### src/hdl/utfpe_pkg.sv
`timescale 1ns / 1ps
// ----------------------------------------------------------------------------
// utfpe_pkg: shared types and helpers for the UTF-16 percent escaper
// Job record, unit encoding record and the hex digit map.
// ----------------------------------------------------------------------------
package utfpe_pkg;

  localparam int unsigned UnitW    = 16;
  localparam int unsigned CountW   = 16;
  localparam logic [UnitW-1:0] CapReset = 16'd260;
  localparam logic [UnitW-1:0] CharPercent = 16'h0025;

  // What a pending job emits
  typedef enum logic [1:0] {
    KIND_COPY = 2'd0,   // one copied unit
    KIND_TERM = 2'd1,   // terminating zero
    KIND_ESC  = 2'd2    // percent escape, one to three bytes
  } kind_e;

  // Classification and UTF-8 bytes of one code unit
  typedef struct packed {
    logic            copy;     // passes through unchanged
    logic [2:0][7:0] bytes;    // escape bytes, index 0 first
    logic [1:0]      nb_m1;    // byte count minus one
    logic [3:0]      need;     // characters the escape takes
  } enc_t;

  // One accepted unit waiting to be emitted
  typedef struct packed {
    kind_e            kind;
    logic [UnitW-1:0] unit;
    logic [2:0][7:0]  bytes;
    logic [1:0]       nb_m1;
  } job_t;

  // Upper-case hex digit as a 16-bit character
  function automatic logic [UnitW-1:0] hex_char(input logic [3:0] nib);
    logic [UnitW-1:0] c;
    if (nib < 4'd10) begin
      c = 16'h0030 + {12'd0, nib};
    end else begin
      c = 16'h0041 + {12'd0, nib} - 16'd10;
    end
    return c;
  endfunction

endpackage

### src/hdl/utfpe_encode.sv
`timescale 1ns / 1ps
// ----------------------------------------------------------------------------
// utfpe_encode: code unit classifier and UTF-8 encoder
// Decides pass-through versus escape and forms the escape bytes.
// ----------------------------------------------------------------------------
module utfpe_encode import utfpe_pkg::*; (
  input  logic [UnitW-1:0] unit_i,
  output enc_t             enc_o
);

  logic is_digit, is_upper, is_lower, is_slash;
  logic is_surr, is_one, is_two;

  assign is_digit = (unit_i >= 16'h0030) && (unit_i <= 16'h0039);
  assign is_upper = (unit_i >= 16'h0041) && (unit_i <= 16'h005A);
  assign is_lower = (unit_i >= 16'h0061) && (unit_i <= 16'h007A);
  assign is_slash = (unit_i == 16'h002F) || (unit_i == 16'h005C);

  assign is_surr = (unit_i[15:11] == 5'b11011);
  assign is_one  = (unit_i[15:7] == 9'd0);
  assign is_two  = (unit_i[15:11] == 5'd0);

  always_comb begin
    enc_o.copy  = is_digit | is_upper | is_lower | is_slash;
    enc_o.bytes = '0;
    if (is_surr) begin
      enc_o.bytes[0] = 8'hFF;
      enc_o.nb_m1    = 2'd0;
      enc_o.need     = 4'd3;
    end else if (is_one) begin
      enc_o.bytes[0] = unit_i[7:0];
      enc_o.nb_m1    = 2'd0;
      enc_o.need     = 4'd3;
    end else if (is_two) begin
      enc_o.bytes[0] = {3'b110, unit_i[10:6]};
      enc_o.bytes[1] = {2'b10, unit_i[5:0]};
      enc_o.nb_m1    = 2'd1;
      enc_o.need     = 4'd6;
    end else begin
      enc_o.bytes[0] = {4'b1110, unit_i[15:12]};
      enc_o.bytes[1] = {2'b10, unit_i[11:6]};
      enc_o.bytes[2] = {2'b10, unit_i[5:0]};
      enc_o.nb_m1    = 2'd2;
      enc_o.need     = 4'd9;
    end
  end

endmodule

### src/hdl/utf16_percent_escaper_core.sv
`timescale 1ns / 1ps
// ----------------------------------------------------------------------------
// utf16_percent_escaper_core: percent escaper for a UTF-16 unit stream
// Copies digits, letters and slashes; escapes all else as %XX per UTF-8 byte.
// ----------------------------------------------------------------------------
// Usage: each accepted code unit is classified and checked against the room
// left in the output buffer in the cycle it is accepted, then parked in a
// one-entry job register. Unless stalled, the emitter drains that job one
// character per cycle into the output register: a copied unit or terminator
// is one character, an escaped unit three per UTF-8 byte (up to nine). The
// next unit is taken in the cycle the job hands over its last character, so
// without stalls copied units stream at one transaction per cycle and output
// throughput is one character per cycle, set by the single output register.
// A zero unit always yields a terminator and restarts the count; units that
// do not fit, and all later units up to the terminator, yield nothing. The
// capacity register may only be written while the block is idle.
// ----------------------------------------------------------------------------
module utf16_percent_escaper_core import utfpe_pkg::*; (
  input  logic             clk_i,
  input  logic             rst_ni,
  // configuration: output_capacity
  input  logic             cfg_we_i,
  input  logic [UnitW-1:0] cfg_wdata_i,
  // input channel
  input  logic             in_valid_i,
  output logic             in_stall_o,
  input  logic [UnitW-1:0] code_unit_i,
  // output channel
  output logic             out_valid_o,
  input  logic             out_stall_i,
  output logic [UnitW-1:0] out_char_o,
  output logic             last_of_run_o,
  output logic             end_of_string_o
);

  logic [UnitW-1:0]  cap_q;
  logic [CountW-1:0] chars_q, chars_d;
  logic              stopped_q, stopped_d;

  logic              job_valid_q, job_valid_d;
  job_t              job_q, job_d;
  logic [1:0]        sel_q, sel_d;   // current byte of an escape
  logic [1:0]        pos_q, pos_d;   // 0: '%', 1: high nibble, 2: low nibble

  logic              out_valid_q, out_valid_d;
  logic [UnitW-1:0]  out_char_q, out_char_d;
  logic              out_last_q, out_last_d;
  logic              out_eos_q, out_eos_d;

  enc_t              enc;
  logic              in_acc, emit, emit_last, job_load;
  logic [UnitW-1:0]  limit;
  logic [CountW+1:0] sum_copy, sum_esc;
  logic [UnitW-1:0]  emit_char;
  logic [7:0]        cur_byte;

  utfpe_encode u_encode (
    .unit_i (code_unit_i),
    .enc_o  (enc)
  );

  // capacity includes the terminator; zero capacity leaves no room for other chars
  assign limit    = (cap_q == '0) ? '0 : cap_q - 16'd1;
  assign sum_copy = {2'b00, chars_q} + 18'd1;
  assign sum_esc  = {2'b00, chars_q} + {14'd0, enc.need};

  // emitter: one character per cycle into the output register while not stalled
  assign emit = job_valid_q && (!out_valid_q || !out_stall_i);

  always_comb begin
    case (sel_q)
      2'd0:    cur_byte = job_q.bytes[0];
      2'd1:    cur_byte = job_q.bytes[1];
      2'd2:    cur_byte = job_q.bytes[2];
      default: cur_byte = job_q.bytes[0];
    endcase
  end

  always_comb begin
    emit_char = job_q.unit;
    emit_last = 1'b1;
    if (job_q.kind == KIND_ESC) begin
      emit_last = (pos_q == 2'd2) && (sel_q == job_q.nb_m1);
      case (pos_q)
        2'd0:    emit_char = CharPercent;
        2'd1:    emit_char = hex_char(cur_byte[7:4]);
        2'd2:    emit_char = hex_char(cur_byte[3:0]);
        default: emit_char = CharPercent;
      endcase
    end
  end

  // a new transaction enters once the job slot is free or freeing
  assign in_stall_o = job_valid_q && !(emit && emit_last);
  assign in_acc     = in_valid_i && !in_stall_o;

  // decision and count update at acceptance
  always_comb begin
    chars_d   = chars_q;
    stopped_d = stopped_q;
    job_load  = 1'b0;
    job_d     = job_q;
    if (in_acc) begin
      job_d.unit  = code_unit_i;
      job_d.bytes = enc.bytes;
      job_d.nb_m1 = enc.nb_m1;
      if (code_unit_i == '0) begin
        job_d.kind = KIND_TERM;
        job_load   = 1'b1;
        chars_d    = '0;
        stopped_d  = 1'b0;
      end else if (!stopped_q) begin
        if (enc.copy) begin
          job_d.kind = KIND_COPY;
          if (sum_copy > {2'b00, limit}) begin
            stopped_d = 1'b1;
          end else begin
            job_load = 1'b1;
            chars_d  = sum_copy[CountW-1:0];
          end
        end else begin
          job_d.kind = KIND_ESC;
          if (sum_esc > {2'b00, limit}) begin
            stopped_d = 1'b1;
          end else begin
            job_load = 1'b1;
            chars_d  = sum_esc[CountW-1:0];
          end
        end
      end
    end
  end

  always_comb begin
    job_valid_d = job_valid_q;
    sel_d       = sel_q;
    pos_d       = pos_q;
    if (emit) begin
      if (emit_last) begin
        job_valid_d = 1'b0;
      end else if (pos_q == 2'd2) begin
        pos_d = 2'd0;
        sel_d = sel_q + 2'd1;
      end else begin
        pos_d = pos_q + 2'd1;
      end
    end
    if (job_load) begin
      job_valid_d = 1'b1;
      sel_d       = 2'd0;
      pos_d       = 2'd0;
    end
  end

  always_comb begin
    out_valid_d = out_valid_q;
    out_char_d  = out_char_q;
    out_last_d  = out_last_q;
    out_eos_d   = out_eos_q;
    if (emit) begin
      out_valid_d = 1'b1;
      out_char_d  = emit_char;
      out_last_d  = emit_last;
      out_eos_d   = (job_q.kind == KIND_TERM);
    end else if (!out_stall_i) begin
      out_valid_d = 1'b0;
    end
  end

  always_ff @(posedge clk_i or negedge rst_ni) begin
    if (!rst_ni) begin
      cap_q       <= CapReset;
      chars_q     <= '0;
      stopped_q   <= 1'b0;
      job_valid_q <= 1'b0;
      sel_q       <= '0;
      pos_q       <= '0;
      out_valid_q <= 1'b0;
    end else begin
      if (cfg_we_i) begin
        cap_q <= cfg_wdata_i;
      end
      chars_q     <= chars_d;
      stopped_q   <= stopped_d;
      job_valid_q <= job_valid_d;
      sel_q       <= sel_d;
      pos_q       <= pos_d;
      out_valid_q <= out_valid_d;
    end
  end

  // payload registers
  always_ff @(posedge clk_i) begin
    job_q      <= job_d;
    out_char_q <= out_char_d;
    out_last_q <= out_last_d;
    out_eos_q  <= out_eos_d;
  end

  assign out_valid_o     = out_valid_q;
  assign out_char_o      = out_char_q;
  assign last_of_run_o   = out_last_q;
  assign end_of_string_o = out_eos_q;

endmodule

### config.mk
export PLATFORM = sky130hd
export DESIGN_NAME = utf16_percent_escaper_core
export DESIGN_NICKNAME = d
export VERILOG_FILES = /design/src/hdl/utfpe_pkg.sv /design/src/hdl/utfpe_encode.sv /design/src/hdl/utf16_percent_escaper_core.sv
export SDC_FILE = /design/constraint.sdc
export NUM_CORES = 1
export LEC_CHECK = 0
export ABC_AREA = 1
export BUFFER_PORTS_ARGS = -buffer_cell sky130_fd_sc_hd__buf_2
export CELL_PAD_IN_SITES_DETAIL_PLACEMENT = 0
export CELL_PAD_IN_SITES_GLOBAL_PLACEMENT = 1
export CORE_AREA = 2 2 112 168
export DETAILED_ROUTE_END_ITERATION = 10
export DIE_AREA = 0 0 114 170
export PLACE_DENSITY = 0.84
export SLEW_MARGIN = 20
export SYNTH_ARGS = -nofsm -noshare
export SYNTH_HDL_FRONTEND = slang
export SYNTH_HIERARCHICAL = 1
export SYNTH_SLANG_ARGS = --single-unit
### constraint.sdc
create_clock -name clk_i -period 2.7 [get_ports clk_i]
set_input_delay 0.27 -clock clk_i [delete_from_list [all_inputs] [get_ports clk_i]]
set_output_delay 0.27 -clock clk_i [all_outputs]
set_load 0.05 [all_outputs]
# Word level (Yosys, flattened, before mapping)
# Index checks and enable logic that the tools add are counted.
classes:
  add_sub_neg: 11
  order_cmp: 10
  eq_ne: 15
  n_mux: 42
  bitwise: 3
  reduce_logical: 28
ops:
  columns: ["operator", "n"]
  rows:
  - ["16-bit 2-to-1 mux", 9]
  - ["17-bit by 16-bit greater-than comparator with 1-bit output", 2]
  - ["16-bit by 7-bit greater-or-equal comparator with 1-bit output (second input constant)", 2]
  - ["16-bit by 7-bit less-or-equal comparator with 1-bit output (second input constant)", 2]
  - ["16-bit zero test", 2]
  - ["16-bit case mux with 2 select lines", 1]
  - ["2-bit 2-to-1 mux", 10]
  - ["20-bit 2-to-1 mux", 1]
  - ["8-bit by 4-bit subtractor with 9-bit output (second input constant)", 2]
  - ["16-bit by 1-bit adder with 17-bit output (second input constant)", 1]
  - ["16-bit by 4-bit adder with 17-bit output", 1]
  - ["1-bit 2-to-1 mux", 17]
  - ["7-bit by 4-bit adder with 8-bit output (first input constant)", 2]
  - ["16-bit by 6-bit == test with 1-bit output (second input constant)", 1]
  - ["16-bit by 7-bit == test with 1-bit output (second input constant)", 1]
  - ["16-bit by 6-bit greater-or-equal comparator with 1-bit output (second input constant)", 1]
  - ["16-bit by 6-bit less-or-equal comparator with 1-bit output (second input constant)", 1]
  - ["8-bit case mux with 2 select lines", 1]
  - ["16-bit by 1-bit subtractor with 16-bit output (second input constant)", 1]
  - ["6-bit by 4-bit adder with 7-bit output (first input constant)", 2]
  - ["14-bit 2-to-1 mux", 1]
  - ["9-bit zero test", 1]
  - ["1-bit logical AND", 8]
  - ["4-bit < comparator (second input constant)", 2]
  - ["other kinds (19)", 37]
totals:
  ff_bits: 101
  output_inout_bits: 20
  word_cells: 126

# Longest topological paths before layout
depth:
  depth_word: 13
  mapped_depth: 28
  mapped_depth_nobuf: 27

# Hierarchy
# Netlist, hierarchy kept.
by_module_without_submodules:
  columns: ["module", "n_inst", "cells_per_inst", "area_per_inst_um2", "seq_area_each_um2"]
  rows:
  - ["utf16_percent_escaper_core", 1, 807, 6495.0, 2840.2]
  - ["utfpe_encode", 1, 126, 701.9, 0.0]

# Worst setup path after synthesis
# OpenSTA, ideal clock, no wires.
synth_path:
  kind: "input to register"
  from: "input code_unit_i[13]"
  to: "register chars_q[12]"
  arrival_time_ps: 3140
  t_required_ps: 2583
  slack_ps: -557
  path_stages: 22
  path_buffers: 1
  path_cell_list: "nor2_2 nand3_2 clkinv_4 nand2_8 ha_1 fa_1 nand2_1 nand3_1 nand3_1 nor2_1 xor2_1 ha_1 a21o_1 a21oi_1 nand2_1 nor2_1 nand2_2 nand3_4 nand3_4 buf_6 nand2_1 nand2_1"
synth_rtl:
  columns: ["element", "line", "text"]
  rows:
  - ["from (decl)", "utf16_percent_escaper_core.sv:27", "input logic [UnitW-1:0] code_unit_i,"]
  - ["to (signal assigned)", "utf16_percent_escaper_core.sv:183", "chars_q <= chars_d;"]
  - ["to (decl)", "utf16_percent_escaper_core.sv:37", "logic [CountW-1:0] chars_q, chars_d;"]

# Worst setup path after layout
layout_path:
  from: "register cap_q[0]"
  to: "register chars_q[1]"
layout_between:
  elab_chain_cells: 5
  elab_cells_between_ends: 8
layout_lines:
  columns: ["element", "line", "text"]
  rows:
  - ["from (decl)", "utf16_percent_escaper_core.sv:36", "logic [UnitW-1:0] cap_q;"]
  - ["from (signal assigned)", "utf16_percent_escaper_core.sv:172", "cap_q <= CapReset;"]
  - ["from (signal assigned)", "utf16_percent_escaper_core.sv:181", "cap_q <= cfg_wdata_i;"]
  - ["16-bit by 1-bit subtractor with 16-bit output / 16-bit zero test (equally long branches)", "utf16_percent_escaper_core.sv:63", "assign limit = (cap_q == '0) ? '0 : cap_q - 16'd1;"]
  - ["16-bit 2-to-1 mux *", "utf16_percent_escaper_core.sv:63", null]
  - ["17-bit by 16-bit greater-than comparator with 1-bit output, on equally long branches", "utf16_percent_escaper_core.sv:115, utf16_percent_escaper_core.sv:123", null]
  - ["3-bit inequality test (no source line)", null, null]
  - ["4-bit AND reduction (no source line) *", null, null]
# Every way passes the cells marked *; elsewhere a longest branch is shown, timed or not.
# A chain may end at the register's enable or synchronous reset.

==> summary.md <==
| Metric | Value |
|---|---|
| Final period utilization | `113%` |
| CTS tree | `built` |
| Via count | `6626` |
| Fillers | `1657` |
| WL per Instance | `15.0 um` |
| CP Class | `flop to flop` |
| Status | `finished with violations` |
| Critical-path cell list | `inv_2, buf_6, ha_4, nand2_4, nor3_2, buf_4, nand4_1, a21o_1, ha_4, buf_4, nand2_4, nor2_1, nand2_1, nor4_2, nand2_1, nand3_4, nand3_4, clkbuf_16, nand2_1, nand2_1` |
| H-tree levels | `3` |
| Sequential fraction of the synthesis area | `39.5%` |
| Sequential Area | `0.00284 sq mm` |
| Max-slew violations | `0` |
| CTS Sinks | `101` |
| Crit path required time | `2.95 ns` |
| Clock skew | `0.00819 ns` |
| Synth warnings | `6` |
| Ys flop type | `edfxtp_1` |
| Final hold viol count | `0` |
| Placer Congestion | `0.913` |
| GRT Residual Overflow | `0` |
| Crit-path leading delay family | `simple AND/OR/NAND/NOR gates` |
| Worst-Margin Slew | `0.702 ns` |
| Crit-path max FO | `11` |
| Nets | `1197` |
| Clock root buffer | `clkbuf_16` |
| Mapped Avg Cell Area | `7.71 sq um` |
| Vias per cell | `4.97` |
| Global-route wire length before repair | `31.8 mm` |
| Core Area | `0.0179 sq mm` |
| Largest net degree at the start of global routing | `43` |
| Final setup fails | `22` |
| Tot GR Track Use | `21.2%` |
| Antenna cells | `0` |
| Post-synth EDFFs | `62` |
| Crit start category | `flop` |
| Slowest CP cell | `dfrtp_1` |
| #FFs+latches synth | `101` |
| Die W | `114 um` |
| DRC marker count from the first detailed-route iteration | `334` |
| Critical path arrival | `3.30 ns` |
| Max Cap Violations | `0` |
| Cell area after synthesis | `0.00720 sq mm` |
| Netlist cell types | `50` |
| Failing checks | `negative setup slack` |
| Fraction of registers with async set/reset | `38.6%` |
| Final worst slack | `-0.348 ns` |
| Leakage | `0.00472 uW` |
| Drt pass-1 iters | `7` |
| Min cycle time layout | `3.05 ns` |
| Area grow syn2layout | `32.0%` |
| CTS Buf Count | `9` |
| VDD IR-drop max | `0.244 mV` |
| Fraction of layout cells with a size suffix above 1 | `31.5%` |
| Cells after synthesis | `933` |
| Setup_tns | `-7.08 ns` |
| Clock transition at path regs | `0.07 ns` |
| Most frequent CP cell | `nand2_1` |
| Port bufs | `56` |
| HP Class | `primary input to flop` |
| Pwr/cell area | `391 mW/mm^2` |
| Maximum clock frequency | `0.328 GHz` |
| Initial Utilization | `40.3%` |
| Hpwl dp | `15.7 mm` |
| RSZ-0062 raised after global routing | `true` |
| Die Footprint | `0.0194 sq mm` |
| Pre-CTS setup slack | `-0.722 ns` |
| Area of the multi-input gates | `0.00425 sq mm` |
| Rel. slew slack | `53.1%` |
| CP peak stage delay | `0.40 ns` |
| FP Rows | `60` |
| Die H | `170 um` |
| DRT Wirelength | `20.0 mm` |
| Post-route ant nets | `0` |
| Clock Tree Buf Depth | `2` |
| IO Pins | `57` |
| Clk Latency, worst-skew pair | `0.36 ns` |
| Initial antenna violation count | `0` |
| Critical Path End Type | `flop` |
| Critical path buffers and inverters | `5` |
| DRC viols | `0` |
| Number of global-route vias before repair | `6587` |
per-stage QoR:
step | hold slack (ns) | cells | util, % | area, sq um | power [uW]
final | 0.109 | 1334 | 53.2 | 9500 | 3710
after detailed placement | 0.482 | 1306 | 48.5 | 8660 | 2370
after global routing | 0.118 | 1334 | 53.2 | 9500 | 3880
after floorplan | -0.0256 | 934 | - | 7300 | 2100
after CTS | 0.103 | 1328 | 50.9 | 9100 | 3700
after global placement | 0.475 | 1306 | 48.5 | 8660 | 2360
flip-flops by register name, indices dropped and copies added, names as in the netlist:
register and count:
last_of_run_o 1, sel_q 2, pos_q 2, job_q 44, cap_q 16, chars_q 16, end_of_string_o 1, job_valid_q 1
out_valid_o 1, stopped_q 1, out_char_o 16
routing by layer:
metal	wire, um	up-vias	GRT usage [%]
met3	525	55	3.17
met1	7240	3004	20.9
met4	774	0	9.38
met5	0	-	0
li1	-	3423	-
met2	11400	144	42.4
cell families after synthesis:
| kind of cell | Yosys count | synth area share [%] |
|---|---|---|
| simple gates | 534 | 33.7 |
| buf+inv | 140 | 8.31 |
| flops | 101 | 39.5 |
| compound gates | 86 | 7.18 |
| fa+ha+maj | 48 | 8.45 |
| xor+xnor | 21 | 2.56 |
| mux | 2 | 0.313 |
| other cells | 1 | 0.0521 |
worst min-delay path, delay by kind of cell:
family                 cells  cell delay (ns)
AOI/OAI and AO/OA          1             0.05
buffers and inverters      1             0.07
and+or+nand+nor            1             0.04
layout by cell type, fill, tap and decap left out, drive strengths merged:
master,netlist,layout
nand2,295,295
buf,20,188
inv,115,120
nor2,103,103
nand3,87,87
edfxtp,62,62
o21ai,49,49
ha,47,47
dfrtp,37,37
nand4,25,25
a21oi,21,21
xor2,19,19
clkbuf,4,11
nor3,9,9
and2,5,5
a21o,5,5
nand3b,4,4
o22ai,4,4
or2,3,3
o211ai,3,3
clkinv,1,3
nor4,3,3
xnor2,2,2
mux2,2,2
dfstp,2,2
conb,1,2
a22o,1,1
o21bai,1,1
o21a,1,1
a211oi,1,1
fa,1,1
dlygate4sd3,0,1
synthesized netlist by cell type, drive strengths merged (2+ instances only):
master | n | share of area, %
a21o | 5 | 0.52
a21oi | 21 | 1.5
and2 | 5 | 0.43
buf | 20 | 1.9
clkbuf | 4 | 0.23
dfrtp | 37 | 13
dfstp | 2 | 0.73
edfxtp | 62 | 26
ha | 47 | 8.2
inv | 115 | 6.1
mux2 | 2 | 0.31
nand2 | 295 | 16
nand3 | 87 | 7.0
nand3b | 4 | 0.42
nand4 | 25 | 2.2
nor2 | 103 | 6.1
nor3 | 9 | 0.76
nor4 | 3 | 0.26
o211ai | 3 | 0.52
o21ai | 49 | 3.7
o22ai | 4 | 0.52
or2 | 3 | 0.26
xnor2 | 2 | 0.24
xor2 | 19 | 2.3
power by group:
| part | switching, uW | internal (uW) |
|---|---|---|
| combinational | 375 | 278 |
| clock | 656 | 650 |
| sequential | 31.3 | 1720 |
| total | 1060 | 2650 |
worst paths after layout:
check	cells past startpoint	start	to	slack, ns
setup / recovery	20	cap_q[0]$_DFFE_PN0P_	chars_q[1]$_DFFE_PN0P_	-0.35
hold / removal	3	cfg_wdata_i[13]	cap_q[13]$_DFFE_PN0P_	0.11
setup reg to reg	20	cap_q[0]$_DFFE_PN0P_	chars_q[1]$_DFFE_PN0P_	-0.35
hold reg to reg	2	job_q[27]$_DFFE_PP_	out_char_o[1]$_DFFE_PP_	0.52
max in group asynchronous	2	rst_ni	chars_q[1]$_DFFE_PN0P_	1.86
min in group asynchronous	2	rst_ni	cap_q[9]$_DFFE_PN0P_	0.43
final cells by class:
class	count	share of cell area [%]
clock inverter	7	0.659
clock buffer	9	2.37
sequential	101	29.9
tap	217	2.86
inverter	116	4.71
multi-input combinational	693	44.8
timing repair buffer	191	14.7
timing repair:
item                                    4_1_cts  5_1_grt
hold buffers                                  0        1
endpoints found under the setup margin       22       24
gates resized for setup                      24       78
pin swaps                                     7       22
setup buffers                                 6        3
cloned                                        0        2
hold endpoints to repair                      0       37
Note: power is estimated with default switching activity, not from simulation.
